<file path="src/rtl/mic_pkg.sv">
// Shared types and constants of the multithread instruction cache.
`default_nettype none
package mic_pkg;

   localparam int LINE_BYTES = 64;
   localparam int OFF_W      = 6;
   localparam int WAYS       = 4;
   localparam int WAY_W      = 2;
   localparam int SETS       = 4;
   localparam int SET_W      = 2;
   localparam int ADDR_W     = 48;
   localparam int TAG_W      = ADDR_W - OFF_W - SET_W;
   localparam int NLINES     = SETS * WAYS;
   localparam int LINE_W     = SET_W + WAY_W;
   localparam int WORD_W     = OFF_W - 3;
   localparam int TID_W      = 8;
   localparam int REQ_W      = 136;
   localparam int RSP_W      = 152;
   localparam logic [8:0]  REF_MAX     = 9'd511;
   localparam logic [7:0]  LINE_LIMIT  = 8'(LINE_BYTES);

   localparam logic [2:0] OP_FETCH_THREAD = 3'd0;
   localparam logic [2:0] OP_FETCH_CREATE = 3'd1;
   localparam logic [2:0] OP_RELEASE      = 3'd2;
   localparam logic [2:0] OP_FILL_WORD    = 3'd3;
   localparam logic [2:0] OP_INVALIDATE   = 3'd4;
   localparam logic [2:0] OP_READ         = 3'd5;

   localparam logic [2:0] ST_HIT      = 3'd0;
   localparam logic [2:0] ST_DELAYED  = 3'd1;
   localparam logic [2:0] ST_NO_LINE  = 3'd2;
   localparam logic [2:0] ST_CROSSES  = 3'd3;
   localparam logic [2:0] ST_NOT_EXEC = 3'd4;
   localparam logic [2:0] ST_BAD_LINE = 3'd5;
   localparam logic [2:0] ST_DONE     = 3'd6;

   typedef enum logic [1:0] {
      LS_EMPTY   = 2'd0,
      LS_LOADING = 2'd1,
      LS_FULL    = 2'd2,
      LS_INVALID = 2'd3
   } line_state_type;

   typedef enum logic [1:0] {
      BK_IDLE,
      BK_EXEC,
      BK_READ
   } back_state_type;

   typedef struct packed {
      logic [TAG_W-1:0] tag;
      line_state_type   state;
      logic [8:0]       refs;
      logic [31:0]      stamp;
      logic [TID_W-1:0] head;
      logic [TID_W-1:0] tail;
      logic             wvalid;
      logic             create;
   } line_type;

   typedef struct packed {
      logic [2:0]        op;
      logic [OFF_W-1:0]  off;
      logic [SET_W-1:0]  set;
      logic [TAG_W-1:0]  tag;
      logic [ADDR_W-1:0] line_addr;
      logic [3:0]        rcnt;
      logic [TID_W-1:0]  tid;
      logic [3:0]        li;
      logic [63:0]       dw;
      logic              early;
      logic [2:0]        early_status;
   } item_type;

   typedef struct packed {
      logic [7:0]        wake_tail;
      logic [7:0]        wake_head;
      logic              wake_valid;
      logic              resume_creation;
      logic [63:0]       read_data;
      logic [ADDR_W-1:0] request_address;
      logic              request_valid;
      logic              previous_head_valid;
      logic [7:0]        previous_head;
      logic [3:0]        line_index_out;
      logic [2:0]        status;
   } result_type;

endpackage
`default_nettype wire

</file>
<file path="src/rtl/mic_queue.sv">
// Two-entry queue of classified items between front and back end.
`default_nettype none
module mic_queue
   import mic_pkg::*;
(
   input  wire logic     clock,
   input  wire logic     reset,
   input  wire logic     push,
   input  wire item_type push_item,
   output logic          full,
   input  wire logic     pop,
   output logic          empty,
   output item_type      head_item
);

   item_type   slot_ff [2];
   logic       wr_ptr_ff, wr_ptr_in;
   logic       rd_ptr_ff, rd_ptr_in;
   logic [1:0] count_ff, count_in;

   assign full      = (count_ff == 2'd2);
   assign empty     = (count_ff == 2'd0);
   assign head_item = slot_ff[rd_ptr_ff];

   // Advance pointers and occupancy
   always_comb begin
      wr_ptr_in = wr_ptr_ff ^ push;
      rd_ptr_in = rd_ptr_ff ^ pop;
      count_in  = count_ff + 2'(push) - 2'(pop);
   end

   always_ff @(posedge clock) begin
      if (reset) begin
         wr_ptr_ff <= 1'b0;
         rd_ptr_ff <= 1'b0;
         count_ff  <= 2'd0;
      end else begin
         wr_ptr_ff <= wr_ptr_in;
         rd_ptr_ff <= rd_ptr_in;
         count_ff  <= count_in;
      end
   end

   // Store entries
   always_ff @(posedge clock) begin
      if (push) slot_ff[wr_ptr_ff] <= push_item;
   end

endmodule
`default_nettype wire

</file>
<file path="config.mk">
export PLATFORM = sky130hd
export DESIGN_NAME = mic_queue
export DESIGN_NICKNAME = d
export VERILOG_FILES = /design/src/rtl/mic_pkg.sv /design/src/rtl/mic_queue.sv
export SDC_FILE = /design/constraint.sdc
export NUM_CORES = 1
export LEC_CHECK = 0
export BUFFER_PORTS_ARGS = -buffer_cell sky130_fd_sc_hd__buf_2
export CORE_ASPECT_RATIO = 0.9
export CORE_UTILIZATION = 54
export CTS_BUF_LIST = sky130_fd_sc_hd__clkbuf_4 sky130_fd_sc_hd__clkbuf_8
export DETAILED_ROUTE_END_ITERATION = 8
export HOLD_SLACK_MARGIN = 0.08
export PLACE_DENSITY = 0.82
export RECOVER_POWER = 50
export SETUP_SLACK_MARGIN = 0.5
export SYNTH_ARGS = -nofsm -noshare
export SYNTH_HDL_FRONTEND = slang
export SYNTH_SLANG_ARGS = --single-unit
</file>
<file path="constraint.sdc">
create_clock -name clock -period 6.91 [get_ports clock]
set_input_delay 1.0365 -clock clock [delete_from_list [all_inputs] [get_ports clock]]
set_output_delay 1.0365 -clock clock [all_outputs]
set_load 0.01 [all_outputs]
</file>
**Yosys cells after proc, flatten, opt, wreduce, memory -nomap -nowiden**

Memory sizes are Yosys's and may differ from the RTL's. A register that Yosys moved wholly into a read port is not among the register bits.
Cells that the tools add are included.
W data, S select, Z words.

- Register bits after elaboration: 4
- RAM bits: 366
- Memories kept: 1

- Add/subtract/negate cells: 2
- Eq/ne operators: 1
- Multiplexer cells: 3
- Bitwise gates (word level): 2
- Reductions and logical operators: 1

Memories:

| name | words | width | read ports | clocked after memory_dff | wr ports | line | text |
|---|---|---|---|---|---|---|---|
| slot_ff | 2 | 183 | 1 | 1 | 1 | mic_queue.sv:16 | `item_type slot_ff [2];` |

Operators with widths:

| cell | count |
|---|---|
| $mux W1 | 3 |
| $add A2 B1 Y2 | 1 |
| $eq A2 B2 Y1 const B | 1 |
| $logic_not A2 Y1 | 1 |
| $sub A2 B1 Y2 | 1 |
| $xor A1 B1 Y1 | 2 |

**Longest topological paths before layout**

Gate-level depths: netlist of the first run.

- Word-level depth: 2
- Mapped depth: 6

**Worst setup path before layout of the first run**

Ideal clock, no wire load.

- Path kind: input -> register
- From: in push
- To: mem slot_ff[0][0] (netlist name) (enable)
- Data arrival time: 5.282 ns
- Path slack: 1.062 ns
- Stages: 1
- Cell sequence: ha_1

- Longest elaborated chain between the ends: 2

Ends and longest elaborated chain:

| element | line | text |
|---|---|---|
| start, declared | mic_queue.sv:8 | `input wire logic push,` |
| $mux W1 | mic_queue.sv:46 | `if (push) slot_ff[wr_ptr_ff] <= push_item;` |
| $mux W1 (implied by the code) | mic_queue.sv:46 |  |
| end, declared | mic_queue.sv:16 |  |

No other way between the ends.

**Final worst setup path of the first run**

- From: in push
- To: mem slot_ff[0][164] (netlist name) (enable)

Same word-level chain as after synthesis.

==> results.json, run 1 <==
{
  "status": "finished with violations",
  "failed_checks": "max-capacitance violations, max-slew violations",
  "max-vdd-ir-drop_mv": 0.2350,
  "crit_path_max_incr_delay_ns": 2.08,
  "synth_common_cells": "edfxtp_1, mux2_2, buf_4, buf_6",
  "leakagePower_nw": 6.029,
  "path_cells": "clkbuf_1 > ha_1 > buf_4",
  "cts_setup_buffers": 0,
  "ys_async_sr_fraction": 0,
  "yosysWarnings": 0,
  "syn_nets": 779,
  "grtUsageTotal": 0.1968,
  "vias_per_cell": 5.118,
  "boundaryPins": 372,
  "synth.top_cell.area_share": 0.8190,
  "drt_iter0_markers": 357,
  "syn-cell-area_mm2": 0.01342,
  "hold_viol_final": 0,
  "cts.repair.resized": 0,
  "tns_ns": 0,
  "synth_edf_count": 366,
  "max_clock_freq_mhz": 236.1,
  "intPower_mw": 3.728,
  "p_sw_mw": 1.095,
  "worst_slew_pin_slew_ns": 2.784,
  "synth_seq_cells": 370,
  "overflow": 0,
  "coreArea_mm2": 0.02432,
  "crit_required_ns": 7.08,
  "path_max_fanout": 77,
  "drive_above_1_share": 0.5439,
  "avgSynthCellArea_um2": 22.82,
  "holdBufCountCts": 0,
  "synthMostInstantiatedCell": "edfxtp_1",
  "globalplace.congestion": 0.7797,
  "routed_wl_um": 26650,
  "die_h_um": 151.6,
  "final-max-slew-violation-count": 118,
  "max_cap_viol_count": 2,
  "num_rows": 54,
  "rsz0062_at_grt": "false",
  "powerDensity_mw_per_mm2": 292.7,
  "hpwl_um": 17160,
  "finalSetupViolations": 0,
  "place_area_mm2": 0.01557,
  "cts_tree": "built",
  "synth_ff_type": "edfxtp_1",
  "fin_skew_ns": 0.01301,
  "clock_latency_ns": 0.56,
  "p_comb_frac": 0.107,
  "num-nets-final": 1193,
  "area_growth_pct": 22.76,
  "p_clk_frac": 0.338,
  "swShare": 0.2270,
  "cp_data_arrival_time_ns": 4.40,
  "synth_area_leaders": "edfxtp_1, mux2_2, buf_4",
  "period_share": 0.6130,
  "vias": 6904,
  "critPathLaunchType": "input pin",
  "clockBufferDepth": 3,
  "drc_errors": 0,
  "ys_types": 12,
  "fin_cells": 1349,
  "final_area_mm2": 0.01647,
  "yosysSeqAreaShare": 0.8250,
  "holdCritPathClass": "reg -> reg",
  "crit_type": "in -> reg",
  "synthCells": 588,
  "p_seq_frac": 0.555,
  "grt_max_degree": 117,
  "initial_utilization": 0.5517,
  "relSlewSlack": -0.8558,
  "wl_per_cell_um": 19.76,
  "slowest_stage": "ha_1",
  "cts_buffers": 56,
  "yosys.area.top_type": "edfxtp_1",
  "dieArea_mm2": 0.02549,
  "io_buffer_count": 371,
  "die_w_um": 168.2,
  "finalCriticalPeriod_ns": 4.236,
  "ctsHtreeMaxLevel": 2,
  "dp.cells": 1252,
  "clk_pin_slew_ns": 0.06,
  "drt_pass1_iterations": 6,
  "grt_pass1_wl_um": 37670,
  "final_antenna_net_count": 0,
  "cts-root-buf": "clkbuf_8",
  "end_kind": "register",
  "cts.sinks": 370,
  "grt_pass1_vias": 7152,
  "antenna_found_initial": 5
}
## metrics by stage
stage / worst slack [ns] / util / hold slack, ns / total power, mW
floorplan: 1.062 / - / 0.5195 / 3.029
global placement: 3.596 / 0.6402 / 0.5959 / 3.229
detailed placement: 3.578 / 0.6402 / 0.6282 / 3.247
CTS: 3.055 / 0.6816 / 0.6197 / 4.872
global route: 2.430 / 0.6770 / 0.6206 / 4.996
finish: 2.674 / 0.6773 / 0.5823 / 4.823
## metal layers
metal | vias up | GRT usage | wire length [um]
met3 | 58 | 0.07740 | 2674
met4 | 2 | 0.07818 | 712
met5 | - | 0 | 10
li1 | 3190 | - | -
met1 | 3347 | 0.2171 | 9850
met2 | 307 | 0.3444 | 13410
## worst paths after layout
path                  start               to  slack (ns)  cells past startpoint
setup / recovery       push  slot_ff[0][164]        2.67                      3
hold / removal    wr_ptr_ff        wr_ptr_ff        0.58                      3
setup reg to reg  wr_ptr_ff  slot_ff[0][164]        2.97                      3
hold reg to reg   wr_ptr_ff        wr_ptr_ff        0.58                      3
## cell usage in the layout, fill, tap and decap left out
cell type	count
clkinv_2	3
buf_4	4
edfxtp_1	366
dfxtp_1	3
buf_12	1
nor2_1	4
clkbuf_8	57
clkbuf_4	12
dfxtp_4	1
xnor2_1	1
diode_2	4
clkbuf_1	72
bufinv_16	1
clkinvlp_4	3
mux2_2	183
ha_1	4
nor2b_1	2
xnor3_1	1
clkinv_1	17
inv_1	3
buf_2	299
## cell type report
class | instances | area [um2]
flip-flops and latches | 370 | 11070
fillers | 1652 | 7850
multi-input cells | 195 | 2170
repair buffers | 376 | 1817
clock buffers | 69 | 874.6
well taps | 308 | 385.4
clock inverters | 24 | 131.4
inverters | 3 | 11.26
diodes | 4 | 10.01
## kinds of logic after synthesis
| family | synth area share |
|---|---|
| buffers and inverters | 0.01333 |
| multiplexers | 0.1536 |
| adder cells (fa/ha/maj) | 0.003730 |
| XOR/XNOR | 0.002331 |
| AND/OR/NAND/NOR | 0.002051 |
| flip-flops | 0.8250 |
## critical path, delay by kind of cell
family	cells	cell delay (ns)
adders and majority gates	1	2.08
buffers and inverters	2	1.21
## flip-flops by register name (all words and copies together) (netlist names)
signal and count:
wr_ptr_ff 1, rd_ptr_ff 1, slot_ff 366, count_ff 2
## power by group through the flow
stage	clock (mW)	combinational (mW)	sequential [mW]
after floorplan	0	0.315	2.71
after global placement	0	0.521	2.71
after detailed placement	0	0.528	2.72
after CTS	1.67	0.532	2.67
after global routing	1.76	0.554	2.69
final	1.63	0.518	2.67
Note: power is estimated with default switching activity, not from simulation.
==> run 2: changes to the inputs <==
clock period = 4.15 ns   (was 6.91 ns; I/O delays follow)
==> run 2 against run 1 <==
Against the previous run: global-route usage up 0.32 points; setup slack worse by 1.8 ns; critical path type is now reg -> reg; final cell count about the same; highest routed layer unchanged; wire length down 0.10%; total power up 67%; largest power group unchanged; combinational power up 71%; clock skew up 0.011 ns; the flow still finishes with violations (max-capacitance violations, max-slew violations); sequential cell count unchanged; worst hold slack worse by 0.35 ns; die area unchanged; clock power up 67%; clock-buffer cell count up 6.
==> results.json, run 2 (synthesis results as in run 1) <==
{
  "status": "finished with violations",
  "failed_checks": "max-capacitance violations, max-slew violations",
  "initial_utilization": 0.5517,
  "cts_setup_buffers": 0,
  "io_buffer_count": 371,
  "die_w_um": 168.2,
  "cts_buffers": 55,
  "wl_per_cell_um": 19.72,
  "max_clock_freq_mhz": 307.9,
  "hold_viol_final": 0,
  "multi_input_area_mm2": 0.002170,
  "regArea_mm2": 0.01107,
  "layout_commonest_cell": "edfxtp_1",
  "grt_max_degree": 87,
  "max_cap_viol_count": 1,
  "clockBufferDepth": 3,
  "cts-root-buf": "clkbuf_8",
  "boundaryPins": 372,
  "fin_skew_ns": 0.02398,
  "cts.repair.resized": 0,
  "path_max_fanout": 53,
  "largest-register": "slot_ff",
  "vias": 6997,
  "ctsHtreeMaxLevel": 2,
  "crit_path_max_incr_delay_ns": 2.03,
  "rsz0062_at_grt": "false",
  "critPathLaunchType": "register",
  "drive_above_1_share": 0.5457,
  "final_antenna_net_count": 0,
  "grt_pass1_vias": 7276,
  "largest_reg_flops": 366,
  "path_cells": "ha_1 > buf_4",
  "cts_tree": "built",
  "drt_iter0_markers": 369,
  "period_share": 0.7826,
  "antenna_found_initial": 4,
  "finalSetupViolations": 0,
  "clk_pin_slew_ns": 0.07,
  "grtUsageTotal": 0.2000,
  "overflow": 0,
  "grt_pass1_wl_um": 37980,
  "holdBufCountCts": 0,
  "clock_latency_ns": 0.56,
  "relSlewSlack": -0.8168,
  "fillers": 1596,
  "powerDensity_mw_per_mm2": 486.3,
  "leakagePower_nw": 6.065,
  "routed_wl_um": 26630,
  "die_h_um": 151.6,
  "drc_errors": 0,
  "num-nets-final": 1195,
  "drt_pass1_iterations": 6,
  "final-max-slew-violation-count": 52,
  "crit_type": "reg -> reg",
  "dieArea_mm2": 0.02549,
  "hpwl_um": 17760,
  "finalCriticalPeriod_ns": 3.248,
  "num_rows": 54,
  "globalplace.congestion": 0.7457,
  "max-vdd-ir-drop_mv": 0.3378,
  "layout_common_cells": "edfxtp_1, buf_2, mux2_2, clkbuf_1, clkbuf_8",
  "reg_top3": "slot_ff (366), count_ff (2)",
  "coreArea_mm2": 0.02432,
  "dpl_worst_slack_ns": 1.799,
  "cts.sinks": 370,
  "setup_ws_ns": 0.9022,
  "worst_slew_pin_slew_ns": 2.725,
  "slowest_stage": "ha_1",
  "tns_ns": 0,
  "vias_per_cell": 5.183,
  "cp_data_arrival_time_ns": 3.49,
  "crit_required_ns": 4.39,
  "area_growth_pct": 23.42,
  "holdCritPathClass": "in -> reg",
  "end_kind": "register"
}
run 2: cell types whose count changed in the layout (fill, tap and decap cells not counted), sizes merged:
cell and delta:
clkbuf +11, clkinv -7, buf -2, clkinvlp -1
diode -1, inv +1
run 2: critical path: cells and delay by family, from the launching register on:
kind       cells  cell delay (ns)
fa+ha+maj      1             2.03
buf+inv        1             0.55
flops          1             0.33
run 2: report_power, final:
part / switching [mW] / internal [mW]
clock network: 1.25 / 1.47
logic: 0.474 / 0.412
registers: 0.0689 / 4.37
total: 1.80 / 6.26
run 2: metrics by stage:
stage | hold WS (ns) | instance area [um2] | instances | total power, mW | util
floorplan | 0.5445 | 13420 | 588 | 5.021 | -
global placement | 0.5910 | 15660 | 1255 | 5.388 | 0.6437
detailed placement | 0.6109 | 15660 | 1255 | 5.420 | 0.6437
CTS | 0.1968 | 16680 | 1347 | 8.144 | 0.6856
global route | 0.1994 | 16560 | 1348 | 8.351 | 0.6807
finish | 0.2322 | 16560 | 1350 | 8.054 | 0.6809
run 2: final timing paths:
path / startpoint / endpoint / slack [ns] / cells past startpoint
max: wr_ptr_ff / slot_ff[1][3] / 0.90 / 2
min: push_item[89] / slot_ff[0][89] / 0.23 / 1
max reg2reg: wr_ptr_ff / slot_ff[1][3] / 0.90 / 2
min reg2reg: wr_ptr_ff / wr_ptr_ff / 0.56 / 3
run 2: layer usage:
metal | up-vias | global-route usage | routed length, um | share of wire
met2 | 312 | 0.3517 | 13750 | 0.52
met3 | 61 | 0.07662 | 2579 | 0.097
li1 | 3187 | - | - | -
met1 | 3433 | 0.2182 | 9497 | 0.36
met4 | 4 | 0.08591 | 770 | 0.029
met5 | - | 0 | 28 | 0.0011
run 2: final cells by class:
type / instances / area share
repair buffers: 379 / 0.1144
clock inverters: 17 / 0.006421
flip-flops and latches: 370 / 0.6687
well taps: 308 / 0.02327
diodes: 3 / 0.0004533
multi-input cells: 195 / 0.1310
clock buffers: 75 / 0.05515
inverters: 3 / 0.0006799
==> run 3: changes to the inputs <==
clock period = 3.3 ns   (was 4.15 ns; I/O delays follow)
==> run 3 against run 2 <==
Against the previous run: the flow now finishes without violations; clock power up 29%; die area unchanged; non-clock buffer count up 69; final cell count up 5.0%; critical path depth up 1; combinational power up 40%; largest cell class unchanged; highest routed layer is now met4.
==> results.json, run 3 (synthesis results as in run 1) <==
{
  "status": "finished, final reports clean",
  "cts-root-buf": "clkbuf_8",
  "dp.cells": 1266,
  "period_share": 0.7691,
  "vias_per_cell": 5.219,
  "globalplace.congestion": 0.7666,
  "ctsHtreeMaxLevel": 2,
  "max-vdd-ir-drop_mv": 0.4719,
  "io_buffer_count": 371,
  "cts.sinks": 370,
  "boundaryPins": 372,
  "dieArea_mm2": 0.02549,
  "finalSetupViolations": 0,
  "tns_ns": 0,
  "cts_tree": "built",
  "coreArea_mm2": 0.02432,
  "holdCritPathClass": "in -> reg",
  "grtUsageTotal": 0.2294,
  "drt_pass1_iterations": 7,
  "max_clock_freq_mhz": 394.0,
  "cp_data_arrival_time_ns": 2.04,
  "clk_pin_slew_ns": 0.06,
  "reg_top3": "slot_ff (366), count_ff (2)",
  "drive_above_1_share": 0.4928,
  "slowest_stage": "dfxtp_4",
  "cts_buffers": 55,
  "path_cells": "buf_12 > mux2_2 > buf_2",
  "max_cap_viol_count": 0,
  "clockBufferDepth": 3,
  "grt_pass1_wl_um": 43350,
  "hold_viol_final": 0,
  "drc_errors": 0,
  "final_antenna_net_count": 0,
  "die_w_um": 168.2,
  "hold_slack_ns": 0.1296,
  "worst_slew_pin_slew_ns": 1.425,
  "die_h_um": 151.6,
  "diodes": 0,
  "path_max_fanout": 33,
  "finalCriticalPeriod_ns": 2.538,
  "largest-register": "slot_ff",
  "hpwl_um": 18860,
  "num-nets-final": 1264,
  "layout_commonest_cell": "edfxtp_1",
  "largest_reg_flops": 366,
  "final-max-slew-violation-count": 0,
  "critPathTopFamily": "flip-flops",
  "antenna_found_initial": 0,
  "critPathLaunchType": "register",
  "drt_iter0_markers": 515,
  "grt_max_degree": 50,
  "finalPower_mw": 10.33,
  "rsz0062_at_grt": "false",
  "routed_wl_um": 30780,
  "grt_pass1_vias": 7935,
  "layout_common_cells": "edfxtp_1, buf_2, mux2_2, clkbuf_1, dlygate4sd3_1",
  "wl_per_cell_um": 21.70,
  "relSlewSlack": 0.04992,
  "end_kind": "primary output",
  "fin_util": 0.7090,
  "fin_cells": 1418,
  "crit_type": "reg -> out",
  "vias": 7400,
  "cp_num_buf_inv": 2,
  "leakagePower_nw": 6.293,
  "num_rows": 54,
  "overflow": 0,
  "initial_utilization": 0.5517,
  "fin_skew_ns": 0.01945,
  "crit_required_ns": 2.80,
  "cts.repair.resized": 0,
  "fillers": 1539,
  "clock_latency_ns": 0.57,
  "area_growth_pct": 28.51,
  "crit_path_max_incr_delay_ns": 0.63,
  "powerDensity_mw_per_mm2": 598.9
}
## run 3: final timing paths
| kind | startpoint | endpoint | slack, ns | cells past startpoint |
|---|---|---|---|---|
| worst max-delay path | rd_ptr_ff | head_item[33] | 0.76 | 3 |
| worst min-delay path | push_item[62] | slot_ff[0][62] | 0.13 | 1 |
| worst max register to register | wr_ptr_ff | slot_ff[0][130] | 0.98 | 3 |
| worst min register to register | wr_ptr_ff | wr_ptr_ff | 0.61 | 3 |
## run 3: power by group
part	internal, mW	switching [mW]
sequential	5.49	0.0892
clock	1.87	1.64
combinational	0.586	0.652
total	7.95	2.38
## run 3: layout make-up
cell class / instances / area (um2) / share of cell area
Multi-Input combinational cell: 195 / 2175 / 0.1261
Inverter: 3 / 11.26 / 0.0006530
Clock inverter: 18 / 103.9 / 0.006022
Tap cell: 308 / 385.4 / 0.02235
Clock buffer: 76 / 920.9 / 0.05340
Sequential cell: 370 / 11070 / 0.6422
Timing Repair Buffer: 448 / 2575 / 0.1493
## run 3: per-layer routing
| metal | global-route usage | part of all wire |
|---|---|---|
| met5 | 0 | 0 |
| met4 | 0.08864 | 0.028 |
| met3 | 0.07896 | 0.097 |
| met2 | 0.4108 | 0.51 |
| met1 | 0.2538 | 0.36 |
## run 3: through the flow
step,instance area [um2],worst slack [ns]
CTS,17360,0.5291
finish,17250,0.7620
detailed placement,15790,1.161
global placement,15790,1.159
floorplan,13440,1.043
global route,17250,0.6720
## run 3: timing repair
| action | CTS | global route |
|---|---|---|
| setup endpoints to repair | 0 | 9 |
| setup buffers | 0 | 1 |
| hold buffers | 54 | 3 |
| hold endpoints to repair | 103 | 6 |
